**src/rtl/krg_pkg.sv**
```systemverilog
// Shared types, constants and helpers for the keystroke rate guard.
// Depends on nothing; every other file of the block uses it.
`default_nettype none

package krg_pkg;

   localparam int unsigned WINDOW_DEF     = 32;
   localparam int unsigned MS_PER_MIN     = 60000;
   localparam int unsigned CHARS_PER_WORD = 5;
   localparam int unsigned TIME_W         = 32;
   localparam int unsigned WPM_W          = 19;
   localparam int unsigned CSR_DATA_W     = 32;
   localparam int unsigned CSR_ADDR_W     = 3;
   localparam logic [WPM_W-1:0] WPM_MAX   = '1;
   localparam logic [WPM_W-1:0] WPM_RESET = 19'd200;

   // request codes; code 3 is reserved and ignored
   typedef enum logic [1:0] {
      REQ_KEY   = 2'd0,
      REQ_START = 2'd1,
      REQ_END   = 2'd2
   } req_code_type;

   // register index, taken from paddr[2]
   typedef enum logic {
      CSR_MAX_WPM = 1'b0
   } csr_index_type;

   typedef enum logic [1:0] {
      ST_IDLE,
      ST_READ,
      ST_DIV,
      ST_HOLD
   } state_type;

   typedef struct packed {
      logic             rate_valid;
      logic [WPM_W-1:0] rate_wpm;
      logic             reject;
      logic             session_active;
   } rsp_type;

   typedef struct packed {
      logic busy;
      logic done;
   } div_stat_type;

   // bits needed for the constant dividend WINDOW*60000
   function automatic int unsigned num_width(input int unsigned window);
      return $clog2(window * MS_PER_MIN + 1);
   endfunction

endpackage

`default_nettype wire

```
**src/rtl/krg_if.sv**
```systemverilog
// Valid/ready channel interfaces for the request and result transfers.
// Depends on krg_pkg for field widths.
`default_nettype none

interface krg_req_if;
   logic                          valid;
   logic                          ready;
   logic [1:0]                    req_type;
   logic [krg_pkg::TIME_W-1:0]    key_time_ms;

   modport source (output valid, output req_type, output key_time_ms, input ready);
   modport sink   (input valid, input req_type, input key_time_ms, output ready);
endinterface

interface krg_rsp_if;
   logic                          valid;
   logic                          ready;
   logic                          rate_valid;
   logic [krg_pkg::WPM_W-1:0]     rate_wpm;
   logic                          reject;
   logic                          session_active;

   modport source (output valid, output rate_valid, output rate_wpm, output reject,
                   output session_active, input ready);
   modport sink   (input valid, input rate_valid, input rate_wpm, input reject,
                   input session_active, output ready);
endinterface

`default_nettype wire

```
**src/rtl/keystroke_rate_guard.sv**
```systemverilog
// Keystroke rate guard: usage
//   req_chan carries one transfer per item: req_type (0 keystroke, 1 session
//   start, 2 session end, 3 ignored) and key_time_ms. rsp_chan returns exactly
//   one transfer per item: rate_valid, rate_wpm, reject, session_active.
//   csr_* is an APB-style port holding max_human_wpm at byte address 0.
// Sequence
//   One item in flight. Start, end, ignored and non-full keystrokes pass
//   from the request transfer through the result register into the output
//   register. A full-window keystroke first reads the oldest time from the
//   ring, then runs the bit-serial divider, one quotient bit per cycle over
//   num_width(WINDOW) bits (21 at WINDOW 32). A new request is taken only
//   once the last result has moved into the output register.
// Stalls
//   The result sits in an output register; the next request is taken while it
//   waits. A further result is held internally until rsp_chan frees up.
// Reset
//   Synchronous, active high: no session, empty window, threshold 200.
//   The ring itself is not cleared; entries are read only once written.
// Depends on krg_pkg, krg_if, krg_ring, krg_div.
`default_nettype none

module keystroke_rate_guard #(
   parameter int unsigned WINDOW = krg_pkg::WINDOW_DEF
) (
   input  wire logic                           clock,
   input  wire logic                           reset,
   krg_req_if.sink                             req_chan,
   krg_rsp_if.source                           rsp_chan,
   input  wire logic                           csr_psel,
   input  wire logic                           csr_penable,
   input  wire logic                           csr_pwrite,
   input  wire logic [krg_pkg::CSR_ADDR_W-1:0] csr_paddr,
   input  wire logic [krg_pkg::CSR_DATA_W-1:0] csr_pwdata,
   output      logic [krg_pkg::CSR_DATA_W-1:0] csr_prdata,
   output      logic                           csr_pready
);
   import krg_pkg::*;

   localparam int unsigned AW    = $clog2(WINDOW);
   localparam int unsigned FW    = $clog2(WINDOW + 1);
   localparam int unsigned NUM_W = num_width(WINDOW);
   localparam int unsigned CW    = (NUM_W > WPM_W) ? NUM_W : WPM_W;

   state_type        state_ff, state_in;
   logic             session_ff, session_in;
   logic [AW-1:0]    slot_ff, slot_in;
   logic [FW-1:0]    fill_ff, fill_in;
   logic [TIME_W-1:0] now_ff, now_in;
   rsp_type          res_ff, res_in;       // result waiting for the output stage
   rsp_type          out_ff, out_in;
   logic             out_valid_ff, out_valid_in;
   logic [WPM_W-1:0] max_ff;

   logic              ring_wr;
   logic              ring_rd;
   logic [AW-1:0]     slot_next;
   logic [TIME_W-1:0] oldest;
   logic [TIME_W-1:0] span;
   logic              div_start;
   div_stat_type      div_stat;
   logic [NUM_W-1:0]  div_q;
   logic [CW-1:0]     wpm_ext;
   logic              csr_wr;

   // ---------------- configuration port ----------------
   assign csr_pready = 1'b1;
   assign csr_wr     = csr_psel && csr_penable && csr_pwrite && csr_pready;

   always_ff @(posedge clock) begin
      if (reset) begin
         max_ff <= WPM_RESET;
      end else if (csr_wr && (csr_paddr[2] == CSR_MAX_WPM)) begin
         max_ff <= csr_pwdata[WPM_W-1:0];
      end
   end

   always_comb begin
      csr_prdata = '0;
      if (csr_paddr[2] == CSR_MAX_WPM) begin
         csr_prdata = CSR_DATA_W'(max_ff);
      end
   end

   // ---------------- datapath parts ----------------
   assign slot_next = (slot_ff == AW'(WINDOW - 1)) ? '0 : slot_ff + AW'(1);
   assign span      = now_ff - oldest;     // wraps mod 2^32
   assign wpm_ext   = CW'(div_q);

   krg_ring #(
      .WINDOW (WINDOW),
      .AW     (AW)
   ) u_ring (
      .clock   (clock),
      .wr_en   (ring_wr),
      .wr_addr (slot_ff),
      .wr_data (req_chan.key_time_ms),
      .rd_en   (ring_rd),
      .rd_addr (slot_next),
      .rd_data (oldest)
   );

   krg_div #(
      .WINDOW (WINDOW),
      .NUM_W  (NUM_W)
   ) u_div (
      .clock    (clock),
      .reset    (reset),
      .start    (div_start),
      .span     (span),
      .stat     (div_stat),
      .quotient (div_q)
   );

   // ---------------- sequencer ----------------
   always_comb begin
      state_in     = state_ff;
      session_in   = session_ff;
      slot_in      = slot_ff;
      fill_in      = fill_ff;
      now_in       = now_ff;
      res_in       = res_ff;
      out_in       = out_ff;
      out_valid_in = out_valid_ff && !rsp_chan.ready;
      ring_wr      = 1'b0;
      ring_rd      = 1'b0;
      div_start    = 1'b0;
      req_chan.ready = 1'b0;

      case (state_ff)
         ST_IDLE: begin
            req_chan.ready = 1'b1;
            if (req_chan.valid) begin
               res_in   = '0;
               state_in = ST_HOLD;
               case (req_chan.req_type)
                  REQ_START: begin
                     session_in = 1'b1;
                     slot_in    = '0;
                     fill_in    = '0;
                     res_in.session_active = 1'b1;
                  end
                  REQ_END: begin
                     session_in = 1'b0;
                     res_in.session_active = 1'b0;
                  end
                  REQ_KEY: begin
                     res_in.session_active = session_ff;
                     if (session_ff) begin
                        ring_wr = 1'b1;
                        slot_in = slot_next;
                        now_in  = req_chan.key_time_ms;
                        if (fill_ff < FW'(WINDOW)) begin
                           fill_in = fill_ff + FW'(1);
                        end
                        // window full after this write: fetch the oldest time
                        if (fill_ff >= FW'(WINDOW - 1)) begin
                           ring_rd  = 1'b1;
                           state_in = ST_READ;
                        end
                     end
                  end
                  default: begin
                     res_in.session_active = session_ff;
                  end
               endcase
            end
         end
         ST_READ: begin
            div_start = 1'b1;
            state_in  = ST_DIV;
         end
         ST_DIV: begin
            if (div_stat.done) begin
               res_in.rate_valid = 1'b1;
               res_in.rate_wpm   = (wpm_ext > CW'(WPM_MAX)) ? WPM_MAX
                                                            : wpm_ext[WPM_W-1:0];
               if (wpm_ext > CW'(max_ff)) begin
                  res_in.reject         = 1'b1;
                  res_in.session_active = 1'b0;
                  session_in            = 1'b0;
               end
               state_in = ST_HOLD;
            end
         end
         ST_HOLD: begin
            if (!out_valid_ff || rsp_chan.ready) begin
               out_in       = res_ff;
               out_valid_in = 1'b1;
               state_in     = ST_IDLE;
            end
         end
         default: begin
            state_in = ST_IDLE;
         end
      endcase
   end

   always_ff @(posedge clock) begin
      if (reset) begin
         state_ff     <= ST_IDLE;
         session_ff   <= 1'b0;
         slot_ff      <= '0;
         fill_ff      <= '0;
         out_valid_ff <= 1'b0;
      end else begin
         state_ff     <= state_in;
         session_ff   <= session_in;
         slot_ff      <= slot_in;
         fill_ff      <= fill_in;
         out_valid_ff <= out_valid_in;
      end
      now_ff <= now_in;
      res_ff <= res_in;
      out_ff <= out_in;
   end

   assign rsp_chan.valid          = out_valid_ff;
   assign rsp_chan.rate_valid     = out_ff.rate_valid;
   assign rsp_chan.rate_wpm       = out_ff.rate_wpm;
   assign rsp_chan.reject         = out_ff.reject;
   assign rsp_chan.session_active = out_ff.session_active;

`ifndef ASSERT_OFF
   a_div_in_div: assert property (@(posedge clock) disable iff (reset)
      div_stat.busy |-> (state_ff == ST_DIV))
      else $error("divider busy outside divide state");

   a_fill_bound: assert property (@(posedge clock) disable iff (reset)
      fill_ff <= FW'(WINDOW))
      else $error("fill count beyond window");

   a_read_full: assert property (@(posedge clock) disable iff (reset)
      (state_ff == ST_READ) |-> (fill_ff == FW'(WINDOW)))
      else $error("oldest time read before window full");

   a_reject_closes: assert property (@(posedge clock) disable iff (reset)
      (state_ff == ST_HOLD && res_ff.reject) |-> !session_ff)
      else $error("reject left session open");

   a_invalid_zero: assert property (@(posedge clock) disable iff (reset)
      (out_valid_ff && !out_ff.rate_valid) |-> (out_ff.rate_wpm == '0 && !out_ff.reject))
      else $error("rate fields set without rate estimate");
`endif

endmodule

`default_nettype wire

```
**src/rtl/krg_ring.sv**
```systemverilog
// Timestamp ring: one write port, one registered read port.
// Depends on krg_pkg.
`default_nettype none

module krg_ring #(
   parameter int unsigned WINDOW = krg_pkg::WINDOW_DEF,
   parameter int unsigned AW     = $clog2(WINDOW)
) (
   input  wire logic                       clock,
   input  wire logic                       wr_en,
   input  wire logic [AW-1:0]              wr_addr,
   input  wire logic [krg_pkg::TIME_W-1:0] wr_data,
   input  wire logic                       rd_en,
   input  wire logic [AW-1:0]              rd_addr,
   output      logic [krg_pkg::TIME_W-1:0] rd_data
);
   import krg_pkg::*;

   logic [TIME_W-1:0] mem [WINDOW];

   always_ff @(posedge clock) begin
      if (wr_en) begin
         mem[wr_addr] <= wr_data;
      end
   end

   always_ff @(posedge clock) begin
      if (rd_en) begin
         rd_data <= mem[rd_addr];
      end
   end

endmodule

`default_nettype wire

```
**src/rtl/krg_div.sv**
```systemverilog
// Bit-serial restoring divider: WINDOW*60000 / (5*span), one quotient bit a cycle.
// Depends on krg_pkg.
`default_nettype none

module krg_div #(
   parameter int unsigned WINDOW = krg_pkg::WINDOW_DEF,
   parameter int unsigned NUM_W  = krg_pkg::num_width(WINDOW)
) (
   input  wire logic                        clock,
   input  wire logic                        reset,
   input  wire logic                        start,
   input  wire logic [krg_pkg::TIME_W-1:0]  span,
   output      krg_pkg::div_stat_type       stat,
   output      logic [NUM_W-1:0]            quotient
);
   import krg_pkg::*;

   localparam int unsigned DVS_W = TIME_W + 3;
   localparam int unsigned CNT_W = $clog2(NUM_W + 1);
   localparam logic [NUM_W-1:0] DIVIDEND = NUM_W'(WINDOW * MS_PER_MIN);

   logic [NUM_W-1:0] num_ff, num_in;   // dividend bits out, quotient bits in
   logic [NUM_W-1:0] rem_ff, rem_in;
   logic [DVS_W-1:0] dvs_ff, dvs_in;
   logic [CNT_W-1:0] cnt_ff, cnt_in;
   logic             busy_ff, busy_in;
   logic             done_ff, done_in;

   logic [TIME_W-1:0] span_fix;
   logic [NUM_W:0]    rem_sh;
   logic [NUM_W:0]    rem_diff;
   logic              dvs_hi;
   logic              geq;

   always_comb begin
      span_fix = (span == '0) ? TIME_W'(1) : span;
      rem_sh   = {rem_ff, num_ff[NUM_W-1]};
      dvs_hi   = |(dvs_ff >> (NUM_W + 1));
      rem_diff = rem_sh - dvs_ff[NUM_W:0];
      geq      = !dvs_hi && (rem_sh >= dvs_ff[NUM_W:0]);

      num_in  = num_ff;
      rem_in  = rem_ff;
      dvs_in  = dvs_ff;
      cnt_in  = cnt_ff;
      busy_in = busy_ff;
      done_in = 1'b0;

      if (start) begin
         num_in  = DIVIDEND;
         rem_in  = '0;
         dvs_in  = (DVS_W'(span_fix) << 2) + DVS_W'(span_fix);
         cnt_in  = CNT_W'(NUM_W);
         busy_in = 1'b1;
      end else if (busy_ff) begin
         // partial remainder never exceeds the dividend, so NUM_W bits hold it
         rem_in = geq ? rem_diff[NUM_W-1:0] : rem_sh[NUM_W-1:0];
         num_in = {num_ff[NUM_W-2:0], geq};
         cnt_in = cnt_ff - CNT_W'(1);
         if (cnt_ff == CNT_W'(1)) begin
            busy_in = 1'b0;
            done_in = 1'b1;
         end
      end
   end

   always_ff @(posedge clock) begin
      if (reset) begin
         busy_ff <= 1'b0;
         done_ff <= 1'b0;
         cnt_ff  <= '0;
      end else begin
         busy_ff <= busy_in;
         done_ff <= done_in;
         cnt_ff  <= cnt_in;
      end
      num_ff <= num_in;
      rem_ff <= rem_in;
      dvs_ff <= dvs_in;
   end

   assign stat.busy = busy_ff;
   assign stat.done = done_ff;
   assign quotient  = num_ff;

endmodule

`default_nettype wire

```
**src/flat_wrapper.sv**
```systemverilog
// flat-port wrapper written by rule: the top's interface ports become plain ports
module keystroke_rate_guard_flat import krg_pkg::*;
#(
   parameter int unsigned WINDOW = krg_pkg::WINDOW_DEF
)
  (clock, reset, csr_psel, csr_penable, csr_pwrite, csr_paddr, csr_pwdata, csr_prdata, csr_pready, req_chan_valid, req_chan_req_type, req_chan_key_time_ms, req_chan_ready, rsp_chan_valid, rsp_chan_rate_valid, rsp_chan_rate_wpm, rsp_chan_reject, rsp_chan_session_active, rsp_chan_ready);
  krg_req_if req_chan_i ();
  krg_rsp_if rsp_chan_i ();
  input  wire logic clock;
  input  wire logic reset;
  input  wire logic csr_psel;
  input  wire logic csr_penable;
  input  wire logic csr_pwrite;
  input  wire logic [krg_pkg::CSR_ADDR_W-1:0] csr_paddr;
  input  wire logic [krg_pkg::CSR_DATA_W-1:0] csr_pwdata;
  output      logic [krg_pkg::CSR_DATA_W-1:0] csr_prdata;
  output      logic csr_pready;
  input wire logic [$bits(req_chan_i.valid)-1:0] req_chan_valid;
  input wire logic [$bits(req_chan_i.req_type)-1:0] req_chan_req_type;
  input wire logic [$bits(req_chan_i.key_time_ms)-1:0] req_chan_key_time_ms;
  output wire logic [$bits(req_chan_i.ready)-1:0] req_chan_ready;
  output wire logic [$bits(rsp_chan_i.valid)-1:0] rsp_chan_valid;
  output wire logic [$bits(rsp_chan_i.rate_valid)-1:0] rsp_chan_rate_valid;
  output wire logic [$bits(rsp_chan_i.rate_wpm)-1:0] rsp_chan_rate_wpm;
  output wire logic [$bits(rsp_chan_i.reject)-1:0] rsp_chan_reject;
  output wire logic [$bits(rsp_chan_i.session_active)-1:0] rsp_chan_session_active;
  input wire logic [$bits(rsp_chan_i.ready)-1:0] rsp_chan_ready;
  assign req_chan_i.valid = req_chan_valid;
  assign req_chan_i.req_type = req_chan_req_type;
  assign req_chan_i.key_time_ms = req_chan_key_time_ms;
  assign req_chan_ready = req_chan_i.ready;
  assign rsp_chan_valid = rsp_chan_i.valid;
  assign rsp_chan_rate_valid = rsp_chan_i.rate_valid;
  assign rsp_chan_rate_wpm = rsp_chan_i.rate_wpm;
  assign rsp_chan_reject = rsp_chan_i.reject;
  assign rsp_chan_session_active = rsp_chan_i.session_active;
  assign rsp_chan_i.ready = rsp_chan_ready;
  keystroke_rate_guard #(.WINDOW(WINDOW)) u_core (.clock(clock), .reset(reset), .req_chan(req_chan_i), .rsp_chan(rsp_chan_i), .csr_psel(csr_psel), .csr_penable(csr_penable), .csr_pwrite(csr_pwrite), .csr_paddr(csr_paddr), .csr_pwdata(csr_pwdata), .csr_prdata(csr_prdata), .csr_pready(csr_pready));
endmodule
```
**config.mk**
```make
export PLATFORM = sky130hd
export DESIGN_NAME = keystroke_rate_guard_flat
export DESIGN_NICKNAME = d
export VERILOG_FILES = /design/src/rtl/krg_pkg.sv /design/src/rtl/krg_if.sv /design/src/rtl/keystroke_rate_guard.sv /design/src/rtl/krg_ring.sv /design/src/rtl/krg_div.sv /design/src/flat_wrapper.sv
export SDC_FILE = /design/constraint.sdc
export NUM_CORES = 1
export LEC_CHECK = 0
export BUFFER_PORTS_ARGS = -buffer_cell sky130_fd_sc_hd__buf_2
export CAP_MARGIN = 20
export CORE_MARGIN = 3
export CORE_UTILIZATION = 45
export DETAILED_ROUTE_END_ITERATION = 16
export SYNTH_ARGS = -nofsm -noshare
export SYNTH_HDL_FRONTEND = slang
export SYNTH_SLANG_ARGS = --single-unit
export TNS_END_PERCENT = 50
```
**constraint.sdc**
```tcl
create_clock -name clock -period 6.9 [get_ports clock]
set_input_delay 0.69 -clock clock [delete_from_list [all_inputs] [get_ports clock]]
set_output_delay 0.69 -clock clock [all_outputs]
set_load 0.05 [all_outputs]
```
# [Word level (Yosys, flattened, before mapping)]
# Memories as Yosys holds them, arrays and structs flattened. A register that Yosys moved wholly into a read port is not among the register bits.
# Index checks and enable logic that the tools add are counted.
[classes] bitwise_logic=2 add_sub_neg=6 eq_ne=13 n_lt_le_gt_ge=5 n_reduce_logical=25 muxes=47
[op_table] op="$mux 22" n=2
[op_table] op="$pmux 22 s2" n=1
[op_table] op="$mux 19" n=2
[op_table] op="$add 34x32->35" n=1
[op_table] op="$logic_not 32->1" n=1
[op_table] op="$mux 32" n=1
[op_table] op="$sub 32x32->32" n=1
[op_table] op="$ge 22x22->1" n=1
[op_table] op="$mux 1" n=22
[op_table] op="$gt 21x19->1" n=1
[op_table] op="$gt 21x19->1 const B" n=1
[op_table] op="$mux 21" n=1
[op_table] op="$sub 21x21->21" n=1
[op_table] op="$mux 5" n=4
[op_table] op="$mux 2" n=7
[op_table] op="$reduce_or 13->1" n=1
[op_table] op="$mux 6" n=2
[op_table] op="$pmux 6 s2" n=1
[op_table] op="$reduce_and 4->1" n=3
[op_table] op="$pmux 5 s2" n=1
[op_table] op="$ne 2x1->1 const B" n=4
[op_table] op="$pmux 2 s4" n=1
[op_table] op="$add 6x1->6 const B" n=1
[op_table] op="$eq 2x2->1 const B" n=3
[op_table] op="20 further kinds" n=34
[totals] memories=1 output_inout_bits=57 regBits=194 inputBits=76 ram_bits=1024 elab_cells=121
[memory_table] name="u_core.u_ring.mem" words=32 word_bits=32 read_ports=1 rd_ports_with_merged_regs=1 wr=1 line_no="krg_ring.sv:19" rtl="logic [TIME_W-1:0] mem [WINDOW];"

# [Depth between registers and ports, before layout]
# Gate-level depths: netlist (run 1).
[depth] depth_word=6 mapped_depth=26 mapped_depth_nobuf=26

# [Modules after synthesis]
# A second synthesis (run 1) with hierarchy kept.
[hier_totals] hier_cells=3722 hier_area_um2=53924.2
[modules_own_cells] mod="krg_ring" n_inst=1 seq_area_each_um2=31710.4 area_per_inst_um2=40812.9 cells_per_inst=2260
[modules_own_cells] mod="krg_div" n_inst=1 seq_area_each_um2=2031.9 area_per_inst_um2=6558.8 cells_per_inst=796
[modules_own_cells] mod="keystroke_rate_guard" n_inst=1 seq_area_each_um2=2962.8 area_per_inst_um2=6552.5 cells_per_inst=666

# [Worst setup path after synthesis (run 1)]
# OpenSTA, ideal clock, no wires.
[synth_path] path_type="reg-to-reg" startpoint="register u_core.u_ring.rd_data[0] (netlist name) (read register of u_core.u_ring.mem)" endpoint="register u_core.u_div.dvs_ff[23], data pin" t_required_ps=6726 arrival_ps=5771 path_slack_ps=954 n_path_buf=0 stages_incl_launch_ff=25 synth_period_minus_slack_ps=5946 setup_time_ps=174 cell_sequence="edfxtp_1 > ha_1 > fa_1 > nor2b_1 > o2111ai_2 > and3_1 > o21ai_2 > xnor2_1 > inv_1 > or3_1 > nor4_1 > nand4b_1 > or4_1 > o41ai_2 > ha_1 > inv_1 > maj3_2 > a211oi_1 > o21bai_1 > a211oi_2 > o21ai_1 > a221oi_2 > o21ai_1 > and2_1 > a311oi_1"
[synth_via] elab_chain_len=4
[synth_rtl] item="from (decl)" line_no="krg_ring.sv:15" rtl="output logic [krg_pkg::TIME_W-1:0] rd_data"
[synth_rtl] item="$sub 32x32->32 *" line_no="keystroke_rate_guard.sv:86" rtl="assign span = now_ff - oldest;"
[synth_rtl] item="$logic_not 32->1" line_no="krg_div.sv:36" rtl="span_fix = (span == '0) ? TIME_W'(1) : span;"
[synth_rtl] item="$mux 32 *" line_no="krg_div.sv:36"
[synth_rtl] item="via u_core.u_div.span_fix[0]" line_no="krg_div.sv:29" rtl="logic [TIME_W-1:0] span_fix;"
[synth_rtl] item="$add 34x32->35 *" line_no="krg_div.sv:52" rtl="dvs_in = (DVS_W'(span_fix) << 2) + DVS_W'(span_fix);"
[synth_rtl] item="to (signal assigned)" line_no="krg_div.sv:79" rtl="dvs_ff <= dvs_in;"
[synth_rtl] item="to (decl)" line_no="krg_div.sv:24" rtl="logic [DVS_W-1:0] dvs_ff, dvs_in;"
# Mark *: on every way through the listed nets, which the timed path passes. The rest lies on a longest branch.
# A chain may end at the register's enable or synchronous reset.

# [Worst setup path in the final report (run 1)]
# Same ends and word-level chain as after synthesis.

==> results of run 1 <==
==> kinds of logic (layout without fill, tap and decap cells) <==
group                    after synthesis  in the layout  synth area share
AND/OR/NAND/NOR                      569            569            0.0507
adder cells (fa/ha/maj)              106            106            0.0249
XOR/XNOR                              82             82            0.0137
buffers and inverters                328            560            0.0247
multiplexers                         280            280            0.0988
other                                  2             15          0.000141
AO/OA/AOI/OAI                        769            769            0.0988
flip-flops                          1250           1250             0.688
==> registers in the layout, summed over array words and instances (netlist names), 2 cells and up <==
register / count
u_core.fill_ff: 6
u_core.max_ff: 19
u_core.now_ff: 32
u_core.res_ff: 22
u_core.rsp_chan.rate_wpm: 19
u_core.slot_ff: 5
u_core.state_ff: 2
u_core.u_div.cnt_ff: 5
u_core.u_div.dvs_ff: 35
u_core.u_div.quotient: 21
u_core.u_div.rem_ff: 21
u_core.u_ring.mem: 1024
u_core.u_ring.rd_data: 32
==> final cells by class <==
class	count	area share
Sequential cell	1250	0.609
Timing Repair Buffer	206	0.0243
Clock buffer	174	0.0597
Inverter	121	0.00766
Antenna cell	1	0.0000415
Multi-Input combinational cell	1820	0.260
Tap cell	1524	0.0316
Clock inverter	59	0.00714
==> power by group <==
group          leakage [nW]  switching, mW  internal [mW]
registers              11.2          0.128           8.62
logic                  6.19           1.01          0.560
clock network          1.97           2.86           3.79
total                  19.4           4.00           13.0
==> synthesized netlist by cell type (19+ instances only) <==
| library cell | number | area share |
|---|---|---|
| edfxtp_1 | 1167 | 0.66 |
| nor2_1 | 214 | 0.015 |
| o21ai_0 | 197 | 0.018 |
| mux4_2 | 194 | 0.082 |
| clkbuf_1 | 150 | 0.011 |
| o22ai_1 | 134 | 0.016 |
| o221ai_1 | 129 | 0.021 |
| nand2_1 | 127 | 0.0089 |
| inv_1 | 119 | 0.0084 |
| ha_1 | 99 | 0.023 |
| dfxtp_1 | 83 | 0.031 |
| a21oi_1 | 81 | 0.0076 |
| xnor2_1 | 54 | 0.0089 |
| mux2i_1 | 53 | 0.0099 |
| nor3_1 | 44 | 0.0041 |
| mux2_2 | 33 | 0.0070 |
| nand3_1 | 29 | 0.0027 |
| a211oi_1 | 28 | 0.0039 |
| a21o_1 | 27 | 0.0038 |
| buf_1 | 26 | 0.0018 |
| xor2_1 | 26 | 0.0043 |
| and2_1 | 19 | 0.0022 |
| buf_4 | 19 | 0.0027 |
| nand4_1 | 19 | 0.0022 |
==> worst max path at each step <==
stage,startpoint,to,slack (ps)
floorplan,u_core.u_ring.rd_data[0]$_DFFE_PP_,u_core.u_div.dvs_ff[23]$_DFFE_PP_,950
global placement,u_core.u_ring.rd_data[0]$_DFFE_PP_,u_core.u_div.dvs_ff[23]$_DFFE_PP_,300
detailed placement,u_core.u_ring.rd_data[0]$_DFFE_PP_,u_core.u_div.dvs_ff[23]$_DFFE_PP_,230
CTS,u_core.u_ring.rd_data[0]$_DFFE_PP_,u_core.u_div.dvs_ff[23]$_DFFE_PP_,190
global route,u_core.u_ring.rd_data[0]$_DFFE_PP_,u_core.u_div.dvs_ff[23]$_DFFE_PP_,-4
finish,u_core.u_ring.rd_data[0]$_DFFE_PP_,u_core.u_div.dvs_ff[23]$_DFFE_PP_,460
==> placed cells by master, fill, tap and decap left out, types with 29 or more instances in the layout <==
cell type	instances
mux4_2	194
xnor2_1	54
nor2_1	179
nor2_4	35
buf_4	89
mux2i_1	53
inv_1	119
a21oi_1	80
nor3_1	43
dfxtp_1	82
ha_1	97
mux2_2	33
o22ai_1	134
edfxtp_1	1167
clkbuf_1	34
o21ai_0	197
nand3_1	29
clkbuf_16	137
buf_2	103
nand2_1	127
o221ai_1	129
==> metrics by stage <==
stage	power (mW)	std cells	cell area (um^2)
global route	17.6	5154	60200
floorplan	10.0	3398	53400
global placement	10.5	4915	56100
CTS	17.1	5152	60200
finish	17.0	5155	60300
detailed placement	10.5	4919	56200
==> per-layer routing <==
layer  part of all wire  track usage  wire length, um
met3              0.060       0.0295             8040
met5                  0            0                0
met1               0.43        0.308            57300
met2               0.48        0.354            64400
met4              0.025       0.0646             3340
==> repair_timing <==
item | CTS | global route
endpoints found under the setup margin | 0 | 7
setup buffers | 0 | 2
resized for setup | 0 | 5
hold endpoints to repair | 0 | 0
==> impl_metrics.csv, run 1 <==
group,metric,value,unit
routing,wire_per_inst,25.8,um
floorplanning,pin_count,133,
critical_path,max_stage_delay,540,ps
timing,setup_viol,0,
global_route,grt_pass1_vias,29800,
place,place_hpwl,77400,um
logic_synthesis,yosys_warnings,0,
critical_path,setup.worst_path.class,"reg -> reg",
routing,viasPerCell,5.93,
routing,first_pass_iters,5,
logic_synthesis,ys_seq_elements,1250,
timing,hold_ws,169,ps
final_layout,area_growth_syn_to_layout,13.0,%
global_route,grt_use_total,0.218,
global_route,grt_pass1_wl,198000,um
worst_hold_path,min_to,"u_core.max_ff[3]$_SDFFE_PP1P_",
routing,wirelength,133000,um
critical_path,reg2regPathDepth,26,
flow_run,max_cap_viol_count,0,
critical_path,critPathTopFamily,"compound AO/OA/AOI/OAI gates",
place,post-place-ws,232,ps
critical_path,worstReg2RegEnd,"u_core.u_div.dvs_ff[23]$_DFFE_PP_",
final_layout,fillCellCount,9503,
routing,drc,0,
global_route,grt_max_degree,124,
timing,hold_violations,0,
floorplanning,initial_core_util,0.457,
final_layout,drive_gt1_frac,0.196,
logic_synthesis,syn_inst,3386,
status,status,"finished, final reports clean",
critical_path,cp.depth,26,
clock_network,ctsLongestPathBuffers,3,
timing,final.setup.tns,0,ps
critical_path,required,7440,ps
routing,first_iter_violations,3557,
final_layout,multi_input_area,15700,um^2
power_and_ir_drop,ir_drop,0.217,mV
timing,max_freq,155,MHz
clock_network,clock_latency,740,ps
logic_synthesis,ys_types,100,
timing,setup_ws,455,ps
floorplanning,rows,125,
timing,post-route-min-period,6440,ps
logic_synthesis,synthFlopType,"edfxtp_1",
global_route,grt_antenna_before_repair,6,
clock_network,cts_num_sinks,1250,
critical_path,crit_path_end_kind,"flip-flop",
power_and_ir_drop,p_per_area,282,nW/um^2
critical_path,r2r_slack,460,ps
final_layout,nets,3708,
logic_synthesis,ys_async_sr_fraction,0,
timing,slew_headroom,0.271,
routing,drtAntennaViolNets,0,
clock_network,cts-htree-levels,4,
floorplanning,die-height,350,um
worst_hold_path,hold_path_startpoint,"csr_pwdata[3]",
critical_path,crit_slowest_cell,"or4_1",
critical_path,reg2reg_from,"u_core.u_ring.rd_data[0]$_DFFE_PP_",
clock_network,clk_pin_slew_worst_paths,60,ps
critical_path,worst-path-buf-inv,3,
critical_path,setup.worst_path.start_class,"flip-flop",
clock_network,cts_tree,"built",
timing,min_period_over_period,0.934,
clock_network,ctsRootBufferMaster,"clkbuf_16",
floorplanning,die-area,123000,um^2
floorplanning,die_w,350,um
logic_synthesis,syn_area,53300,um^2
logic_synthesis,yosysSeqAreaShare,0.688,
critical_path,cp.arrival,6980,ps
clock_network,cts_hold_buf,0,
worst_hold_path,hp-class,"in -> reg",
power_and_ir_drop,leakage,19.4,nW
critical_path,worstPathMaxFanout,5,
global_route,grt_remaining_overflow,0,
floorplanning,core-area,117000,um^2
logic_synthesis,avgSynthCellArea,15.8,um^2
final_layout,seqCellArea,36700,um^2
place,place.gp.congestion,0.846,
routing,vias,30600,
final_layout,final_util,0.516,
place,port_buffers,103,
worst_hold_path,whs_path_depth,2,
clock_network,cts_made_buffers,132,
timing,fin_skew,24.9,ps
logic_synthesis,synth_edf_count,1167,
timing,finalMaxSlewViolations,0,
timing,worst_slew_pin_slew,1090,ps
Note: power is estimated with default switching activity, not from simulation.
==> inputs of run 2 (changes only) <==
- PLACE_DENSITY: not set -> 0.67
- TNS_END_PERCENT: 50 -> 10
==> run 2 against run 1 <==
  * First-iteration DRC count up 2.5%
  * Largest power group unchanged
  * Core utilization barely moved
  * Register-to-register slack worse by 99 ps
  * Die area stayed put
  * Clock power increased by 3%
  * Clock-buffer cell count fell by 10
  * Critical path type unchanged
==> impl_metrics.csv, run 2 (synthesized netlist as in run 1, its figures left out) <==
group,metric,value,unit
routing,first_pass_iters,6,
global_route,grt_pass1_vias,29800,
routing,viasPerCell,5.99,
routing,vias,30800,
timing,max_freq,153,MHz
place,place.gp.congestion,0.885,
timing,finalMaxSlewViolations,0,
clock_network,clock_latency,750,ps
timing,final.setup.tns,0,ps
timing,hold_violations,0,
critical_path,setup.worst_path.start_class,"flip-flop",
floorplanning,initial_core_util,0.457,
final_layout,nets,3695,
final_layout,final-instance-count-excl-fill,5148,
status,status,"finished, final reports clean",
timing,slew_headroom,0.252,
power_and_ir_drop,leakage,19.3,nW
clock_network,cts_made_buffers,131,
final_layout,area_growth_syn_to_layout,13.0,%
critical_path,reg2reg_from,"u_core.u_ring.rd_data[0]$_DFFE_PP_",
critical_path,crit_path_end_kind,"flip-flop",
critical_path,setup.worst_path.class,"reg -> reg",
final_layout,final_common_cell,"edfxtp_1",
critical_path,cp.arrival,7090,ps
clock_network,cts-htree-levels,4,
timing,rsz0062_at_grt,"no",
floorplanning,die_w,350,um
clock_network,cts_num_sinks,1250,
floorplanning,die-area,123000,um^2
timing,min_period_over_period,0.948,
final_layout,design_area,60300,um^2
timing,setup_viol,0,
routing,wire_per_inst,25.0,um
critical_path,reg2regPathDepth,25,
floorplanning,rows,125,
critical_path,worstPathMaxFanout,5,
routing,drc,0,
timing,worst_slew_pin_slew,1120,ps
place,place_hpwl,73200,um
power_and_ir_drop,p_per_area,285,nW/um^2
place,place_area,56000,um^2
final_layout,largest_reg_flops,1024,
clock_network,ctsLongestPathBuffers,3,
floorplanning,pin_count,133,
final_layout,drive_gt1_frac,0.194,
clock_network,ctsRootBufferMaster,"clkbuf_16",
floorplanning,core-area,117000,um^2
critical_path,r2r_slack,360,ps
worst_hold_path,min_to,"u_core.max_ff[7]$_SDFFE_PP1P_",
final_layout,reg_top3,"u_core.u_ring.mem: 1024 flops, u_core.u_div.dvs_ff: 35 flops",
flow_run,max_cap_viol_count,0,
power_and_ir_drop,ir_drop,0.290,mV
floorplanning,die-height,350,um
routing,drtAntennaViolNets,0,
worst_hold_path,hp-class,"in -> reg",
global_route,grt_pass1_wl,191000,um
global_route,grt_use_total,0.208,
place,dp.cells,4905,
power_and_ir_drop,power,17.2,mW
final_layout,layout_common_cells,"edfxtp_1 (1167), o21ai_0 (197), mux4_2 (194)",
timing,fin_skew,45.9,ps
critical_path,worstReg2RegEnd,"u_core.u_div.dvs_ff[23]$_DFFE_PP_",
clock_network,clk_pin_slew_worst_paths,60,ps
routing,first_iter_violations,3647,
global_route,grt_antenna_before_repair,10,
global_route,grt_max_degree,197,
place,port_buffers,103,
routing,wirelength,129000,um
clock_network,cts_tree,"built",
worst_hold_path,whs_path_depth,2,
timing,post-route-min-period,6540,ps
global_route,grt_remaining_overflow,0,
final_layout,regMostFlops,"u_core.u_ring.mem",
critical_path,required,7440,ps
worst_hold_path,hold_path_startpoint,"csr_pwdata[7]",
## run 2: changes by cell type in the layout (fill, tap and decap cells not counted), sizes merged
cell / previous run / this run
inv: 124 / 125
buf: 206 / 194
bufinv: 3 / 9
clkbuf: 174 / 164
diode: 1 / 6
clkinvlp: 2 / 4
clkinv: 51 / 52
## run 2: power breakdown
part | internal [mW] | switching, mW
Clock | 3.93 | 2.91
Combinational | 0.558 | 1.01
Sequential | 8.61 | 0.130
Total | 13.1 | 4.05
## run 2: critical path, cell delays in order (launching register included)
cell and delay (ps):
edfxtp_1 370, ha_1 230, fa_1 440, nor2b_1 230, o2111ai_2 140, and3_1 260, o21ai_4 250, a31o_2 250
nor2_1 70, or3_1 420, nor4_2 280, nand4b_1 110, or4_1 620, o41ai_4 280, ha_1 230, inv_1 50
maj3_2 300, a211oi_1 290, o21bai_1 170, a211oi_2 200, buf_4 160, o21ai_1 70, a221oi_2 330, o21ai_1 150
and2_1 190, a311oi_1 240
## run 2: worst max path at each step
stage	to	depth (start not counted)	start	slack [ps]
after floorplan	u_core.u_div.dvs_ff[23]$_DFFE_PP_	24	u_core.u_ring.rd_data[0]$_DFFE_PP_	950
after global placement	u_core.u_div.dvs_ff[23]$_DFFE_PP_	23	u_core.now_ff[9]$_DFFE_PP_	180
after detailed placement	u_core.u_div.dvs_ff[23]$_DFFE_PP_	23	u_core.now_ff[9]$_DFFE_PP_	90
after CTS	u_core.u_div.dvs_ff[23]$_DFFE_PP_	23	u_core.now_ff[9]$_DFFE_PP_	60
after global routing	u_core.u_div.dvs_ff[23]$_DFFE_PP_	27	u_core.u_ring.rd_data[0]$_DFFE_PP_	6
final	u_core.u_div.dvs_ff[23]$_DFFE_PP_	25	u_core.u_ring.rd_data[0]$_DFFE_PP_	360
## run 2: area by class of cell
| cell class | instances | area [um^2] |
|---|---|---|
| repair buffers | 194 | 1260 |
| flip-flops and latches | 1250 | 36700 |
| clock inverters | 69 | 743 |
| diodes | 6 | 15.0 |
| well taps | 1524 | 1910 |
| clock buffers | 164 | 3450 |
| fillers | 9361 | 56600 |
| inverters | 121 | 462 |
| multi-input cells | 1820 | 15700 |
## run 2: metrics by stage
| step | util | hold WS, ps | setup slack [ps] |
|---|---|---|---|
| 2_1_floorplan | - | 400 | 954 |
| 6_report | 0.516 | 179 | 356 |
| 4_1_cts | 0.515 | 121 | 64.1 |
| 5_1_grt | 0.516 | 161 | 5.97 |
| 3_3_place_gp | 0.479 | 401 | 181 |
| 3_5_place_dp | 0.479 | 405 | 91.6 |
## run 2: metal layers
layer,up-vias,global-route usage,wire (um)
met2,1229,0.331,61300
met3,183,0.0393,10500
met5,-,0,13
met4,2,0.0597,2760
met1,15600,0.295,54000
li1,13800,-,-
## run 2: timing repair
item | 4_1_cts | 5_1_grt
endpoints found under the setup margin | 0 | 9
hold buffers | 0 | 0
resized for setup | 0 | 8
setup buffers | 0 | 3
